**src/hw/rtl/ptvc_pkg.sv**
```systemverilog
// Package: shared types, register indexes, state codes and helper functions.
package ptvc_pkg;

  // register indexes (byte address = 4 * index)
  localparam logic [2:0] REG_MODE        = 3'd0;
  localparam logic [2:0] REG_GOAL_X      = 3'd1;
  localparam logic [2:0] REG_GOAL_Y      = 3'd2;
  localparam logic [2:0] REG_GOAL_HEAD   = 3'd3;
  localparam logic [2:0] REG_MAX_LIN     = 3'd4;
  localparam logic [2:0] REG_MAX_TURN    = 3'd5;
  localparam logic [2:0] REG_MARGIN_XY   = 3'd6;
  localparam logic [2:0] REG_MARGIN_HEAD = 3'd7;

  // tracking modes
  localparam logic [2:0] MODE_NONE     = 3'd0;
  localparam logic [2:0] MODE_POSITION = 3'd1;
  localparam logic [2:0] MODE_X        = 3'd2;
  localparam logic [2:0] MODE_Y        = 3'd3;
  localparam logic [2:0] MODE_POSE     = 3'd4;
  localparam logic [2:0] MODE_ORIENT   = 3'd5;
  localparam logic [2:0] MODE_X_THETA  = 3'd6;
  localparam logic [2:0] MODE_Y_THETA  = 3'd7;

  // heading wrap limits, 0.1 degree units
  localparam logic signed [13:0] HALF_TURN = 14'sd1800;
  localparam logic signed [13:0] FULL_TURN = 14'sd3600;

  // sequencer states
  typedef enum logic [12:0] {
    S_IDLE = 13'b0000000000001,
    S_MX   = 13'b0000000000010,
    S_MY   = 13'b0000000000100,
    S_MH   = 13'b0000000001000,
    S_SQX  = 13'b0000000010000,
    S_SQY  = 13'b0000000100000,
    S_MM   = 13'b0000001000000,
    S_CHK  = 13'b0000010000000,
    S_SQRT = 13'b0000100000000,
    S_MULX = 13'b0001000000000,
    S_DIVX = 13'b0010000000000,
    S_MULY = 13'b0100000000000,
    S_DIVY = 13'b1000000000000
  } state_t;

  // one wrap step of the heading error toward +-1800
  function automatic logic signed [13:0] wrap_step(input logic signed [13:0] e);
    logic signed [13:0] r;
    r = e;
    if (e < -HALF_TURN) r = e + FULL_TURN;
    else if (e > HALF_TURN) r = e - FULL_TURN;
    return r;
  endfunction

  // saturate a magnitude to lim and apply the sign
  function automatic logic signed [15:0] sat_cmd(input logic neg, input logic [24:0] mag,
                                                 input logic [14:0] lim);
    logic [15:0] m;
    m = (mag > {10'd0, lim}) ? {1'b0, lim} : {1'b0, mag[14:0]};
    return neg ? -$signed(m) : $signed(m);
  endfunction

  // move track at most step toward tgt
  function automatic logic signed [15:0] slew(input logic signed [15:0] track,
                                              input logic signed [15:0] tgt,
                                              input logic [14:0] step);
    logic signed [17:0] hi, lo, t;
    hi = 18'(track) + $signed({3'd0, step});
    lo = 18'(track) - $signed({3'd0, step});
    t  = 18'(tgt);
    if (t > hi) return hi[15:0];
    else if (t < lo) return lo[15:0];
    return tgt;
  endfunction

endpackage

```
**src/hw/rtl/ptvc_if.sv**
```systemverilog
// Interfaces: pose input channel and velocity command result channel.
interface ptvc_in_if;
  logic                valid;
  logic                ready;
  logic signed [15:0]  pose_x;
  logic signed [15:0]  pose_y;
  logic signed [12:0]  pose_heading;
  modport source (output valid, pose_x, pose_y, pose_heading, input ready);
  modport sink   (input valid, pose_x, pose_y, pose_heading, output ready);
endinterface

interface ptvc_out_if;
  logic                valid;
  logic                ready;
  logic signed [15:0]  vel_x;
  logic signed [15:0]  vel_y;
  logic signed [15:0]  turn_rate;
  logic                x_reached;
  logic                y_reached;
  logic                heading_reached;
  logic                goal_reached;
  logic                goal_just_reached;
  modport source (output valid, vel_x, vel_y, turn_rate, x_reached, y_reached,
                  heading_reached, goal_reached, goal_just_reached, input ready);
  modport sink   (input valid, vel_x, vel_y, turn_rate, x_reached, y_reached,
                  heading_reached, goal_reached, goal_just_reached, output ready);
endinterface

```
**src/hw/rtl/pose_tracking_velocity_controller_core.sv**
```systemverilog
// Top level: pose tracking velocity controller with one shared multiplier and sqrt/divide steps.
// Flow: errors, gain products, squared lengths and a limit check; when the xy vector
// must be scaled, 26 sqrt steps follow, plus two 15-step restoring divisions on one unit.
// One pose is in work at a time; a new beat is taken while the last result still waits.
// Reset (rst_n low, synchronous): config registers, trackers and reached latch go to 0.
module pose_tracking_velocity_controller_core #(
  parameter int GAIN_XY_Q8      = 256,
  parameter int GAIN_HEADING_Q8 = 256,
  parameter int STEP_LIMIT_XY   = 50,
  parameter int STEP_LIMIT_TURN = 50
) (
  input  logic        clk,
  input  logic        rst_n,
  ptvc_in_if.sink     in_ch,
  ptvc_out_if.source  out_ch,
  input  logic        psel,
  input  logic        penable,
  input  logic        pwrite,
  input  logic [4:0]  paddr,
  input  logic [31:0] pwdata,
  output logic [31:0] prdata,
  output logic        pready
);
  import ptvc_pkg::*;

  localparam logic [15:0] GXY  = 16'(GAIN_XY_Q8);
  localparam logic [15:0] GH   = 16'(GAIN_HEADING_Q8);
  localparam logic [14:0] STXY = 15'(STEP_LIMIT_XY);
  localparam logic [14:0] STT  = 15'(STEP_LIMIT_TURN);

  // configuration registers
  logic [2:0]         mode_r;
  logic signed [15:0] goal_x_r, goal_y_r;
  logic signed [12:0] goal_h_r;
  logic [14:0]        max_lin_r, max_turn_r, margin_xy_r;
  logic [11:0]        margin_h_r;

  // sequencer and datapath
  state_t             state_r, state_nxt;
  logic signed [16:0] ex_r, ey_r;
  logic signed [13:0] eh_r;
  logic [24:0]        ax_r, ay_r, ah_r;
  logic [51:0]        sum_r, res_r, bit_r;
  logic [29:0]        mm_r;
  logic [40:0]        dsh_r;
  logic [14:0]        q_r, qx_r;
  logic [4:0]         cnt_r;
  logic               scale_r;
  logic               fin_r;

  // trackers and result register
  logic signed [15:0] trk_x_r, trk_y_r, trk_h_r;
  logic               latch_r;
  logic               out_valid_r;
  logic signed [15:0] o_vx_r, o_vy_r, o_vh_r;
  logic               o_rx_r, o_ry_r, o_rh_r, o_now_r, o_rise_r;

  logic               cfg_wr, in_acc, out_free;
  logic [16:0]        abs_ex, abs_ey;
  logic [13:0]        abs_eh;
  logic [25:0]        mul_a, mul_b;
  logic [51:0]        prod;
  logic [51:0]        sq_t;
  logic signed [13:0] eh_in;
  logic               use_x, use_y, use_h, pos;
  logic               rx, ry, rh, now;
  logic signed [15:0] nx, ny, nh;

  assign pready   = 1'b1;
  assign cfg_wr   = psel && penable && pwrite;
  assign in_acc   = in_ch.valid && in_ch.ready;
  assign in_ch.ready = (state_r == S_IDLE) && !fin_r;
  assign out_free = !out_valid_r || out_ch.ready;

  // register read back
  always_comb begin
    unique case (paddr[4:2])
      REG_MODE:        prdata = {29'd0, mode_r};
      REG_GOAL_X:      prdata = 32'(goal_x_r);
      REG_GOAL_Y:      prdata = 32'(goal_y_r);
      REG_GOAL_HEAD:   prdata = 32'(goal_h_r);
      REG_MAX_LIN:     prdata = {17'd0, max_lin_r};
      REG_MAX_TURN:    prdata = {17'd0, max_turn_r};
      REG_MARGIN_XY:   prdata = {17'd0, margin_xy_r};
      REG_MARGIN_HEAD: prdata = {20'd0, margin_h_r};
      default:         prdata = 32'd0;
    endcase
  end

  always_ff @(posedge clk) begin
    if (!rst_n) begin
      mode_r      <= MODE_NONE;
      goal_x_r    <= '0;
      goal_y_r    <= '0;
      goal_h_r    <= '0;
      max_lin_r   <= '0;
      max_turn_r  <= '0;
      margin_xy_r <= '0;
      margin_h_r  <= '0;
    end else if (cfg_wr) begin
      unique case (paddr[4:2])
        REG_MODE:        mode_r      <= pwdata[2:0];
        REG_GOAL_X:      goal_x_r    <= pwdata[15:0];
        REG_GOAL_Y:      goal_y_r    <= pwdata[15:0];
        REG_GOAL_HEAD:   goal_h_r    <= pwdata[12:0];
        REG_MAX_LIN:     max_lin_r   <= pwdata[14:0];
        REG_MAX_TURN:    max_turn_r  <= pwdata[14:0];
        REG_MARGIN_XY:   margin_xy_r <= pwdata[14:0];
        REG_MARGIN_HEAD: margin_h_r  <= pwdata[11:0];
        default: ;
      endcase
    end
  end

  // input errors, heading wrapped into +-1800 (two steps suffice)
  assign eh_in = wrap_step(wrap_step(14'(goal_h_r) - 14'(in_ch.pose_heading)));

  assign abs_ex = ex_r[16] ? 17'(-ex_r) : 17'(ex_r);
  assign abs_ey = ey_r[16] ? 17'(-ey_r) : 17'(ey_r);
  assign abs_eh = eh_r[13] ? 14'(-eh_r) : 14'(eh_r);

  // shared multiplier operand select
  always_comb begin
    mul_a = '0;
    mul_b = '0;
    unique case (state_r)
      S_MX:   begin mul_a = 26'(abs_ex); mul_b = 26'(GXY); end
      S_MY:   begin mul_a = 26'(abs_ey); mul_b = 26'(GXY); end
      S_MH:   begin mul_a = 26'(abs_eh); mul_b = 26'(GH); end
      S_SQX:  begin mul_a = 26'(ax_r); mul_b = 26'(ax_r); end
      S_SQY:  begin mul_a = 26'(ay_r); mul_b = 26'(ay_r); end
      S_MM:   begin mul_a = 26'(max_lin_r); mul_b = 26'(max_lin_r); end
      S_MULX: begin mul_a = 26'(ax_r); mul_b = 26'(max_lin_r); end
      S_MULY: begin mul_a = 26'(ay_r); mul_b = 26'(max_lin_r); end
      default: ;
    endcase
  end
  assign prod = mul_a * mul_b;
  assign sq_t = res_r + bit_r;

  // mode decode and reached flags
  assign use_x = (mode_r == MODE_POSITION) || (mode_r == MODE_X) ||
                 (mode_r == MODE_POSE) || (mode_r == MODE_X_THETA);
  assign use_y = (mode_r == MODE_POSITION) || (mode_r == MODE_Y) ||
                 (mode_r == MODE_POSE) || (mode_r == MODE_Y_THETA);
  assign use_h = mode_r[2];
  assign pos   = (mode_r == MODE_POSITION) || (mode_r == MODE_POSE);
  assign rx    = use_x && (abs_ex < {2'd0, margin_xy_r});
  assign ry    = use_y && (abs_ey < {2'd0, margin_xy_r});
  assign rh    = use_h && (abs_eh < {2'd0, margin_h_r});
  assign now   = (mode_r != MODE_NONE) && (!use_x || rx) && (!use_y || ry) && (!use_h || rh);

  // new commands; scaled vector only when both axes remain and exceed the limit
  always_comb begin
    if (max_lin_r == '0 || rx) nx = '0;
    else if (scale_r) nx = sat_cmd(ex_r[16], {10'd0, qx_r}, max_lin_r);
    else nx = sat_cmd(ex_r[16], ax_r, max_lin_r);
    if (max_lin_r == '0 || ry) ny = '0;
    else if (scale_r) ny = sat_cmd(ey_r[16], {10'd0, q_r}, max_lin_r);
    else ny = sat_cmd(ey_r[16], ay_r, max_lin_r);
    if (max_turn_r == '0 || rh) nh = '0;
    else nh = sat_cmd(eh_r[13], ah_r, max_turn_r);
  end

  // sequencer
  always_comb begin
    state_nxt = state_r;
    unique case (state_r)
      S_IDLE: if (in_acc) state_nxt = S_MX;
      S_MX:   state_nxt = S_MY;
      S_MY:   state_nxt = S_MH;
      S_MH:   state_nxt = S_SQX;
      S_SQX:  state_nxt = S_SQY;
      S_SQY:  state_nxt = S_MM;
      S_MM:   state_nxt = S_CHK;
      S_CHK:  state_nxt = (pos && !rx && !ry && max_lin_r != '0 && sum_r > 52'(mm_r))
                          ? S_SQRT : S_IDLE;
      S_SQRT: if (cnt_r == '0) state_nxt = S_MULX;
      S_MULX: state_nxt = S_DIVX;
      S_DIVX: if (cnt_r == '0) state_nxt = S_MULY;
      S_MULY: state_nxt = S_DIVY;
      S_DIVY: if (cnt_r == '0) state_nxt = S_IDLE;
      default: state_nxt = S_IDLE;
    endcase
  end

  always_ff @(posedge clk) begin
    if (!rst_n) begin
      state_r <= S_IDLE;
      fin_r   <= 1'b0;
    end else begin
      state_r <= state_nxt;
      if ((state_r == S_CHK && state_nxt == S_IDLE) ||
          (state_r == S_DIVY && cnt_r == '0))
        fin_r <= 1'b1;
      else if (fin_r && out_free)
        fin_r <= 1'b0;
    end
  end

  // datapath registers
  always_ff @(posedge clk) begin
    unique case (state_r)
      S_IDLE: if (in_acc) begin
        ex_r    <= 17'(goal_x_r) - 17'(in_ch.pose_x);
        ey_r    <= 17'(goal_y_r) - 17'(in_ch.pose_y);
        eh_r    <= eh_in;
        scale_r <= 1'b0;
      end
      S_MX:  ax_r  <= prod[32:8];
      S_MY:  ay_r  <= prod[32:8];
      S_MH:  ah_r  <= prod[32:8];
      S_SQX: sum_r <= prod;
      S_SQY: sum_r <= sum_r + prod;
      S_MM:  mm_r  <= prod[29:0];
      S_CHK: begin
        scale_r <= (state_nxt == S_SQRT);
        res_r   <= '0;
        bit_r   <= 52'd1 << 50;
        cnt_r   <= 5'd25;
      end
      S_SQRT: begin
        if (sum_r >= sq_t) begin
          sum_r <= sum_r - sq_t;
          res_r <= (res_r >> 1) + bit_r;
        end else begin
          res_r <= res_r >> 1;
        end
        bit_r <= bit_r >> 2;
        cnt_r <= cnt_r - 5'd1;
      end
      S_MULX, S_MULY: begin
        sum_r <= prod;
        dsh_r <= 41'(res_r[25:0]) << 14;
        q_r   <= '0;
        cnt_r <= 5'd14;
      end
      S_DIVX, S_DIVY: begin
        if (sum_r[40:0] >= dsh_r) begin
          sum_r <= sum_r - 52'(dsh_r);
          q_r   <= {q_r[13:0], 1'b1};
        end else begin
          q_r   <= {q_r[13:0], 1'b0};
        end
        dsh_r <= dsh_r >> 1;
        cnt_r <= cnt_r - 5'd1;
        if (state_r == S_DIVY) qx_r <= qx_r;
      end
      default: ;
    endcase
    if (state_r == S_MULY) qx_r <= q_r;
  end

  // trackers, latch and result register
  always_ff @(posedge clk) begin
    if (!rst_n) begin
      trk_x_r     <= '0;
      trk_y_r     <= '0;
      trk_h_r     <= '0;
      latch_r     <= 1'b0;
      out_valid_r <= 1'b0;
    end else if (fin_r && out_free) begin
      trk_x_r     <= use_x ? slew(trk_x_r, nx, STXY) : '0;
      trk_y_r     <= use_y ? slew(trk_y_r, ny, STXY) : '0;
      trk_h_r     <= use_h ? slew(trk_h_r, nh, STT) : '0;
      o_vx_r      <= use_x ? slew(trk_x_r, nx, STXY) : '0;
      o_vy_r      <= use_y ? slew(trk_y_r, ny, STXY) : '0;
      o_vh_r      <= use_h ? slew(trk_h_r, nh, STT) : '0;
      o_rx_r      <= rx;
      o_ry_r      <= ry;
      o_rh_r      <= rh;
      o_now_r     <= now;
      o_rise_r    <= now && !latch_r;
      latch_r     <= now;
      out_valid_r <= 1'b1;
    end else begin
      if (out_valid_r && out_ch.ready) out_valid_r <= 1'b0;
      if (cfg_wr && (paddr[4:2] == REG_GOAL_X || paddr[4:2] == REG_GOAL_Y ||
                     paddr[4:2] == REG_GOAL_HEAD))
        latch_r <= 1'b0;
    end
  end

  assign out_ch.valid             = out_valid_r;
  assign out_ch.vel_x             = o_vx_r;
  assign out_ch.vel_y             = o_vy_r;
  assign out_ch.turn_rate         = o_vh_r;
  assign out_ch.x_reached         = o_rx_r;
  assign out_ch.y_reached         = o_ry_r;
  assign out_ch.heading_reached   = o_rh_r;
  assign out_ch.goal_reached      = o_now_r;
  assign out_ch.goal_just_reached = o_rise_r;

  // checks
  a_busy_after_beat: assert property (@(posedge clk) disable iff (!rst_n)
    in_acc |=> !in_ch.ready)
    else $error("input taken while a pose is in work");
  a_rise_implies_goal: assert property (@(posedge clk) disable iff (!rst_n)
    out_valid_r && o_rise_r |-> o_now_r)
    else $error("goal edge without goal reached");
  a_none_mode_zero: assert property (@(posedge clk) disable iff (!rst_n)
    out_valid_r && mode_r == MODE_NONE |->
      o_vx_r == '0 && o_vy_r == '0 && o_vh_r == '0 && !o_now_r)
    else $error("mode none gave a nonzero result");
  a_scale_only_pos: assert property (@(posedge clk) disable iff (!rst_n)
    state_r == S_SQRT |-> pos && !rx && !ry)
    else $error("vector scaling outside position modes");

endmodule
```
**src/flat_wrapper.sv**
```systemverilog
// flat-port wrapper written by rule: the top's interface ports become plain ports
module pose_tracking_velocity_controller_core_flat import ptvc_pkg::*;
#(
  parameter int GAIN_XY_Q8      = 256,
  parameter int GAIN_HEADING_Q8 = 256,
  parameter int STEP_LIMIT_XY   = 50,
  parameter int STEP_LIMIT_TURN = 50
)
  (clk, rst_n, psel, penable, pwrite, paddr, pwdata, prdata, pready, in_ch_valid, in_ch_pose_x, in_ch_pose_y, in_ch_pose_heading, in_ch_ready, out_ch_valid, out_ch_vel_x, out_ch_vel_y, out_ch_turn_rate, out_ch_x_reached, out_ch_y_reached, out_ch_heading_reached, out_ch_goal_reached, out_ch_goal_just_reached, out_ch_ready);
  ptvc_in_if in_ch_i ();
  ptvc_out_if out_ch_i ();
  input  logic clk;
  input  logic rst_n;
  input  logic psel;
  input  logic penable;
  input  logic pwrite;
  input  logic [4:0] paddr;
  input  logic [31:0] pwdata;
  output logic [31:0] prdata;
  output logic pready;
  input wire logic [$bits(in_ch_i.valid)-1:0] in_ch_valid;
  input wire logic [$bits(in_ch_i.pose_x)-1:0] in_ch_pose_x;
  input wire logic [$bits(in_ch_i.pose_y)-1:0] in_ch_pose_y;
  input wire logic [$bits(in_ch_i.pose_heading)-1:0] in_ch_pose_heading;
  output wire logic [$bits(in_ch_i.ready)-1:0] in_ch_ready;
  output wire logic [$bits(out_ch_i.valid)-1:0] out_ch_valid;
  output wire logic [$bits(out_ch_i.vel_x)-1:0] out_ch_vel_x;
  output wire logic [$bits(out_ch_i.vel_y)-1:0] out_ch_vel_y;
  output wire logic [$bits(out_ch_i.turn_rate)-1:0] out_ch_turn_rate;
  output wire logic [$bits(out_ch_i.x_reached)-1:0] out_ch_x_reached;
  output wire logic [$bits(out_ch_i.y_reached)-1:0] out_ch_y_reached;
  output wire logic [$bits(out_ch_i.heading_reached)-1:0] out_ch_heading_reached;
  output wire logic [$bits(out_ch_i.goal_reached)-1:0] out_ch_goal_reached;
  output wire logic [$bits(out_ch_i.goal_just_reached)-1:0] out_ch_goal_just_reached;
  input wire logic [$bits(out_ch_i.ready)-1:0] out_ch_ready;
  assign in_ch_i.valid = in_ch_valid;
  assign in_ch_i.pose_x = in_ch_pose_x;
  assign in_ch_i.pose_y = in_ch_pose_y;
  assign in_ch_i.pose_heading = in_ch_pose_heading;
  assign in_ch_ready = in_ch_i.ready;
  assign out_ch_valid = out_ch_i.valid;
  assign out_ch_vel_x = out_ch_i.vel_x;
  assign out_ch_vel_y = out_ch_i.vel_y;
  assign out_ch_turn_rate = out_ch_i.turn_rate;
  assign out_ch_x_reached = out_ch_i.x_reached;
  assign out_ch_y_reached = out_ch_i.y_reached;
  assign out_ch_heading_reached = out_ch_i.heading_reached;
  assign out_ch_goal_reached = out_ch_i.goal_reached;
  assign out_ch_goal_just_reached = out_ch_i.goal_just_reached;
  assign out_ch_i.ready = out_ch_ready;
  pose_tracking_velocity_controller_core #(.GAIN_XY_Q8(GAIN_XY_Q8), .GAIN_HEADING_Q8(GAIN_HEADING_Q8), .STEP_LIMIT_XY(STEP_LIMIT_XY), .STEP_LIMIT_TURN(STEP_LIMIT_TURN)) u_core (.clk(clk), .rst_n(rst_n), .in_ch(in_ch_i), .out_ch(out_ch_i), .psel(psel), .penable(penable), .pwrite(pwrite), .paddr(paddr), .pwdata(pwdata), .prdata(prdata), .pready(pready));
endmodule
```
**config.mk**
```make
export PLATFORM = sky130hd
export DESIGN_NAME = pose_tracking_velocity_controller_core_flat
export DESIGN_NICKNAME = d
export VERILOG_FILES = /design/src/hw/rtl/ptvc_pkg.sv /design/src/hw/rtl/ptvc_if.sv /design/src/hw/rtl/pose_tracking_velocity_controller_core.sv /design/src/flat_wrapper.sv
export SDC_FILE = /design/constraint.sdc
export NUM_CORES = 2
export LEC_CHECK = 0
export BUFFER_PORTS_ARGS = -buffer_cell sky130_fd_sc_hd__clkbuf_2
export CORE_MARGIN = 1.5
export CORE_UTILIZATION = 55
export CTS_CLUSTER_DIAMETER = 150
export DETAILED_ROUTE_END_ITERATION = 6
export GPL_ROUTABILITY_DRIVEN = 0
export PLACE_DENSITY = 0.72
export SYNTH_ARGS = -nofsm -noshare
export SYNTH_HDL_FRONTEND = slang
export SYNTH_SLANG_ARGS = --single-unit
```
**constraint.sdc**
```tcl
create_clock -name clk -period 28.6 [get_ports clk]
set_input_delay 5.72 -clock clk [delete_from_list [all_inputs] [get_ports clk]]
set_output_delay 5.72 -clock clk [all_outputs]
set_load 0.02 [all_outputs]
```
* After elaboration in Yosys (flattened, before gate mapping)
Index checks and enable logic that the tools add are counted.
** Word-level totals
- Word-level logic and storage cells :: 270
- Flip-flop bits (word level) :: 608
- Output and inout bits :: 88
** Cells by class
- Reductions and logical operators :: 79
- Equality and inequality tests :: 31
- Add/subtract/negate cells :: 27
- $lt $le $gt $ge :: 21
- $mul :: 1
- Muxes and demuxes :: 73
** Operators by type and width (number)
- $mux W16 :: 22
- $pmux W32 S8 :: 1
- $pmux W52 S2 :: 2
- $pmux W52 S4 :: 1
- $pmux W13 S13 :: 1
- $mux W52 :: 3
- $pmux W25 S6 :: 1
- $add A52 B52 Y52 :: 2
- $pmux W25 S4 :: 1
- $pmux W41 S2 :: 1
- $neg A16 Y16 :: 5
- $gt A25 B15 Y1 :: 3
- $mux W15 :: 5
- $mux W14 :: 5
- $add A51 B52 Y52 :: 1
- $ge A52 B52 Y1 :: 1
- $gt A52 B30 Y1 :: 1
- $mux W13 :: 4
- $sub A52 B41 Y52 :: 1
- $sub A52 B52 Y52 :: 1
- $add A16 B7 Y17 const B :: 3
- $gt A16 B17 Y1 :: 3
- $lt A16 B17 Y1 :: 3
- $sub A16 B7 Y17 const B :: 3
- 51 further kinds :: 158

* Depth between registers and ports, before layout
- Depth in word-level cells :: 16
- Depth in mapped cells :: 53
- Depth with buffers taken out :: 51

* Worst setup path after synthesis
No wires, ideal clock.
- Path kind :: input -> output
- From :: in paddr[2]
- To :: out prdata[16]
- Setup slack :: 14876 ps
- Stages :: 8
- Arrival :: 8004 ps
- Required time :: 22880 ps
- Buffers on the path :: 4
- Cell sequence :: clkbuf_1 buf_1 clkbuf_1 nand2_1 o21ai_0 a22oi_1 nor2_1 buf_4
** On the way
- Longest elaborated chain between the ends :: 2
** Ends and longest elaborated chain
- start, declared :: RTL line flat_wrapper.sv:17 : input logic [4:0] paddr;
- $eq A3 B3 Y1, or another cell as far along :: RTL line pose_tracking_velocity_controller_core.sv:77 : unique case (paddr[4:2])
- $pmux W32 S8 * :: RTL line pose_tracking_velocity_controller_core.sv:77
- end, declared :: RTL line flat_wrapper.sv:19 : output logic [31:0] prdata;
Every way passes the cells marked *; elsewhere a longest branch is shown, timed or not.

* Worst setup path in the final report
- From :: reg u_core.state_r[8]
- To :: reg u_core.sum_r[49], data pin
** On the way
- Longest elaborated chain between the ends :: 6
** Ends and longest elaborated chain
- start, declared :: RTL line pose_tracking_velocity_controller_core.sv:39 : state_t state_r, state_nxt;
- start signal, assigned :: RTL line pose_tracking_velocity_controller_core.sv:192 : state_r <= state_nxt;
- $eq A13 B7 Y1, or another cell as far along :: RTL line pose_tracking_velocity_controller_core.sv:126 : unique case (state_r)
- $reduce_or A3 Y1 (no source line) or $reduce_or A2 Y1 (tied branches)
- $pmux W25 S4 or $pmux W25 S6 (tied branches) :: RTL line pose_tracking_velocity_controller_core.sv:126
- $mul A25 B25 Y50 * :: RTL line pose_tracking_velocity_controller_core.sv:138 : assign prod = mul_a * mul_b;
- net u_core.prod[20] :: RTL line pose_tracking_velocity_controller_core.sv:62 : logic [51:0] prod;
- $add A52 B52 Y52 * :: RTL line pose_tracking_velocity_controller_core.sv:214 : S_SQY: sum_r <= sum_r + prod;
- $pmux W52 S4 * :: RTL line pose_tracking_velocity_controller_core.sv:203 : unique case (state_r)
- end signal, assigned :: RTL line pose_tracking_velocity_controller_core.sv:213 : S_SQX: sum_r <= prod;
- end signal, assigned :: RTL line pose_tracking_velocity_controller_core.sv:214
- end signal, assigned :: RTL line pose_tracking_velocity_controller_core.sv:224 : sum_r <= sum_r - sq_t;
- end, declared :: RTL line pose_tracking_velocity_controller_core.sv:43 : logic [51:0] sum_r, res_r, bit_r;
Mark *: on every way through the listed nets, which the timed path passes. The rest lies on a longest branch.
A chain may end at the register's enable or synchronous reset.

==> flow_summary.ini <==
[final_layout]
drive_gt1_frac = 0.0623
area_delta_synth_final_pct = 7.00
most-common-layout-cells = 1122 x nand2_1, 967 x inv_1, 726 x nor2_1
nets = 9648
final_common_cell = nand2_1
fillCellCount = 11200

[timing]
final-setup-viol-count = 0
rsz0062_at_grt = no
worst_pin_slew_ns = 1.39
slew_violations = 0
fin_skew_ns = 0.0365
slew_headroom = 0.0621
finalSetupTns_ns = 0
timing.final.ws_setup_ns = 12.68
fin_crit_sh = 0.556
hold_viol_final = 0
fmax_ghz = 0.0628
fin_crit_ns = 15.92

[routing]
dr_total_vias = 63800
postRouteAntennaNets = 0
wl_per_cell_um = 23.3
vias_per_cell = 6.34
finalWirelength_mm = 234
firstDrtPassIters = 7
drt_iter0_markers = 7380
drcViolationCount = 0

[logic_synthesis]
synth_area_sq_um = 70700
seq_area_frac_synth = 0.223
netlist_instances = 8363
synth_cell_type_count = 97
synth_fp_nets = 9677
synthArstFlopShare = 0
avgSynthCellArea_sq_um = 8.46
ys_seq_elements = 581
ys.flop_type = edfxtp_1
synth_edf_count = 412
ys.warnings.count = 0

[min_path]
hold_path_class = reg2reg
hold_start = u_core.margin_xy_r[8]

[cts]
cts_buffer_depth = 3
clock-sinks = 581
cts_buffers = 69
clk_latency_ns = 0.69
root_buffer = clkbuf_16
hold_buffers = 0
htreeDepth = 3
path_clk_slew_ns = 0.07
cts_resized = 0
cts_tree = yes
post_cts_buffers = 0

[setup_path]
worst_r2r_endpoint = u_core.sum_r[49]
worstRegToRegCells = 45
ff2ff_setup_slack_ns = 12.68
end_kind = flop
startpoint = u_core.state_r[8]
crit_path_frequent_cell = fa_1
crit_fanout = 34
worstPathArrival_ns = 16.31
required_ns = 28.99
cp_slowest_cell = nor4_1
rr_startpoint = u_core.state_r[8]
crit_type = reg2reg
crit_path_end = u_core.sum_r[49]
cp-start-kind = flop
max_stage_delay_ns = 0.90

[placed_design]
hpwl_mm = 181
place.port_buffers = 157
pre_cts_ws_ns = 13.03

[power]
power.density_nw_per_um2 = 29.0
ir_drop_uv = 52.8
p_leak_nw = 33.5

[floorplan]
core_sq_um = 128000
start_util = 0.555
die_h_um = 362
rows = 131
num_io_pins = 177
chipWidth_um = 362
die-area_sq_um = 131000

[global_route]
grt_pass1_wl_mm = 361
grt_pass1_vias = 62500
grt_max_degree = 83
antenna_found_initial = 3
overflow = 0
grt_use_total = 0.356

[status]
status = completed

[job]
max_cap_violations = 0
[layout make-up]
class                           count  area, sq um  share of cell area
Multi-Input combinational cell   6428        50000               0.661
Sequential cell                   581        15800               0.208
Inverter                          977         3670              0.0485
Tap cell                         1662         2080              0.0275
Clock buffer                       91         1950              0.0257
Timing Repair Buffer              277         1690              0.0223
Clock inverter                     35          500             0.00661
Antenna cell                        4         10.0            0.000132
[worst max-delay path, delay by kind of cell, from the launching register on]
family	cells	cell delay (ns)
buffers and inverters	6	1.36
AOI/OAI and AO/OA	12	3.98
xor gates and xnor gates	2	0.85
and+or+nand+nor	16	4.83
DFF	1	0.38
adders and majority gates	9	4.12
[kinds of logic (layout without fill, tap and decap cells)]
logic type / count (synthesis) / in the layout / share of synthesized area
XOR/XNOR: 483 / 483 / 0.0598
buffers and inverters: 1354 / 1380 / 0.0730
AO/OA/AOI/OAI: 1816 / 1816 / 0.173
flip-flops: 581 / 581 / 0.223
adder cells (fa/ha/maj): 1225 / 1225 / 0.273
multiplexers: 129 / 129 / 0.0199
other: 1 / 5 / 0.0000530
AND/OR/NAND/NOR: 2774 / 2774 / 0.179
[registers in the layout, summed over array words and instances, names as in the netlist, 17 cells and up]
| signal | cells |
|---|---|
| u_core.ay_r | 25 |
| u_core.ax_r | 25 |
| u_core.ex_r | 17 |
| u_core.res_r | 52 |
| u_core.ah_r | 25 |
| u_core.sum_r | 52 |
| u_core.ey_r | 17 |
| u_core.bit_r | 26 |
| u_core.dsh_r | 40 |
| u_core.mm_r | 30 |
[per-layer routing]
layer / global-route usage / wire length [um] / vias to the layer above
met2: 0.548 / 102000 / 3523
met3: 0.0817 / 26300 / 839
met1: 0.461 / 91000 / 30700
li1: - / - / 28700
met4: 0.202 / 15500 / 0
met5: 0 / 0 / -
[synthesized netlist by cell type, types with 93 or more instances]
library cell | instances | area share
nand2_1 | 1124 | 0.060
inv_1 | 969 | 0.051
nor2_1 | 728 | 0.039
ha_1 | 694 | 0.12
fa_1 | 531 | 0.15
edfxtp_1 | 412 | 0.17
a21oi_1 | 370 | 0.026
o21ai_0 | 362 | 0.026
clkbuf_1 | 331 | 0.018
xnor2_1 | 299 | 0.037
xor2_1 | 184 | 0.023
dfxtp_1 | 169 | 0.048
a21o_1 | 168 | 0.018
nand3_1 | 149 | 0.011
and2_1 | 138 | 0.012
a21boi_0 | 135 | 0.014
nor3_1 | 107 | 0.0076
mux2i_1 | 93 | 0.013
[through the flow]
step	hold slack (ns)	std cells	util	power, W	cell area (sq um)
2_1_floorplan	0.443	8363	-	0.00113	70700
4_1_cts	0.467	10100	0.593	0.00219	75700
5_1_grt	0.498	10100	0.593	0.00225	75700
3_3_place_gp	0.451	9925	0.574	0.00122	73200
6_report	0.467	10100	0.593	0.00219	75700
3_5_place_dp	0.459	9925	0.574	0.00122	73200
[worst min path at each step]
stage	end	slack [ns]	cells after the start
after floorplan	u_core.margin_h_r[8]	0.44	2
after global placement	u_core.margin_xy_r[11]	0.45	2
after detailed placement	u_core.margin_xy_r[11]	0.46	2
after CTS	u_core.margin_xy_r[11]	0.47	2
after global routing	u_core.margin_h_r[11]	0.50	2
final	u_core.margin_xy_r[8]	0.47	2
[report_power, final]
group	internal [W]	total [W]	leakage (nW)	switching [W]
Combinational	0.0000994	0.000296	27.1	0.000197
Sequential	0.000909	0.000924	5.11	0.0000147
Clock	0.000582	0.000975	1.20	0.000392
Total	0.00159	0.00219	33.5	0.000603
No activity file was read; power rests on OpenSTA's default activity.
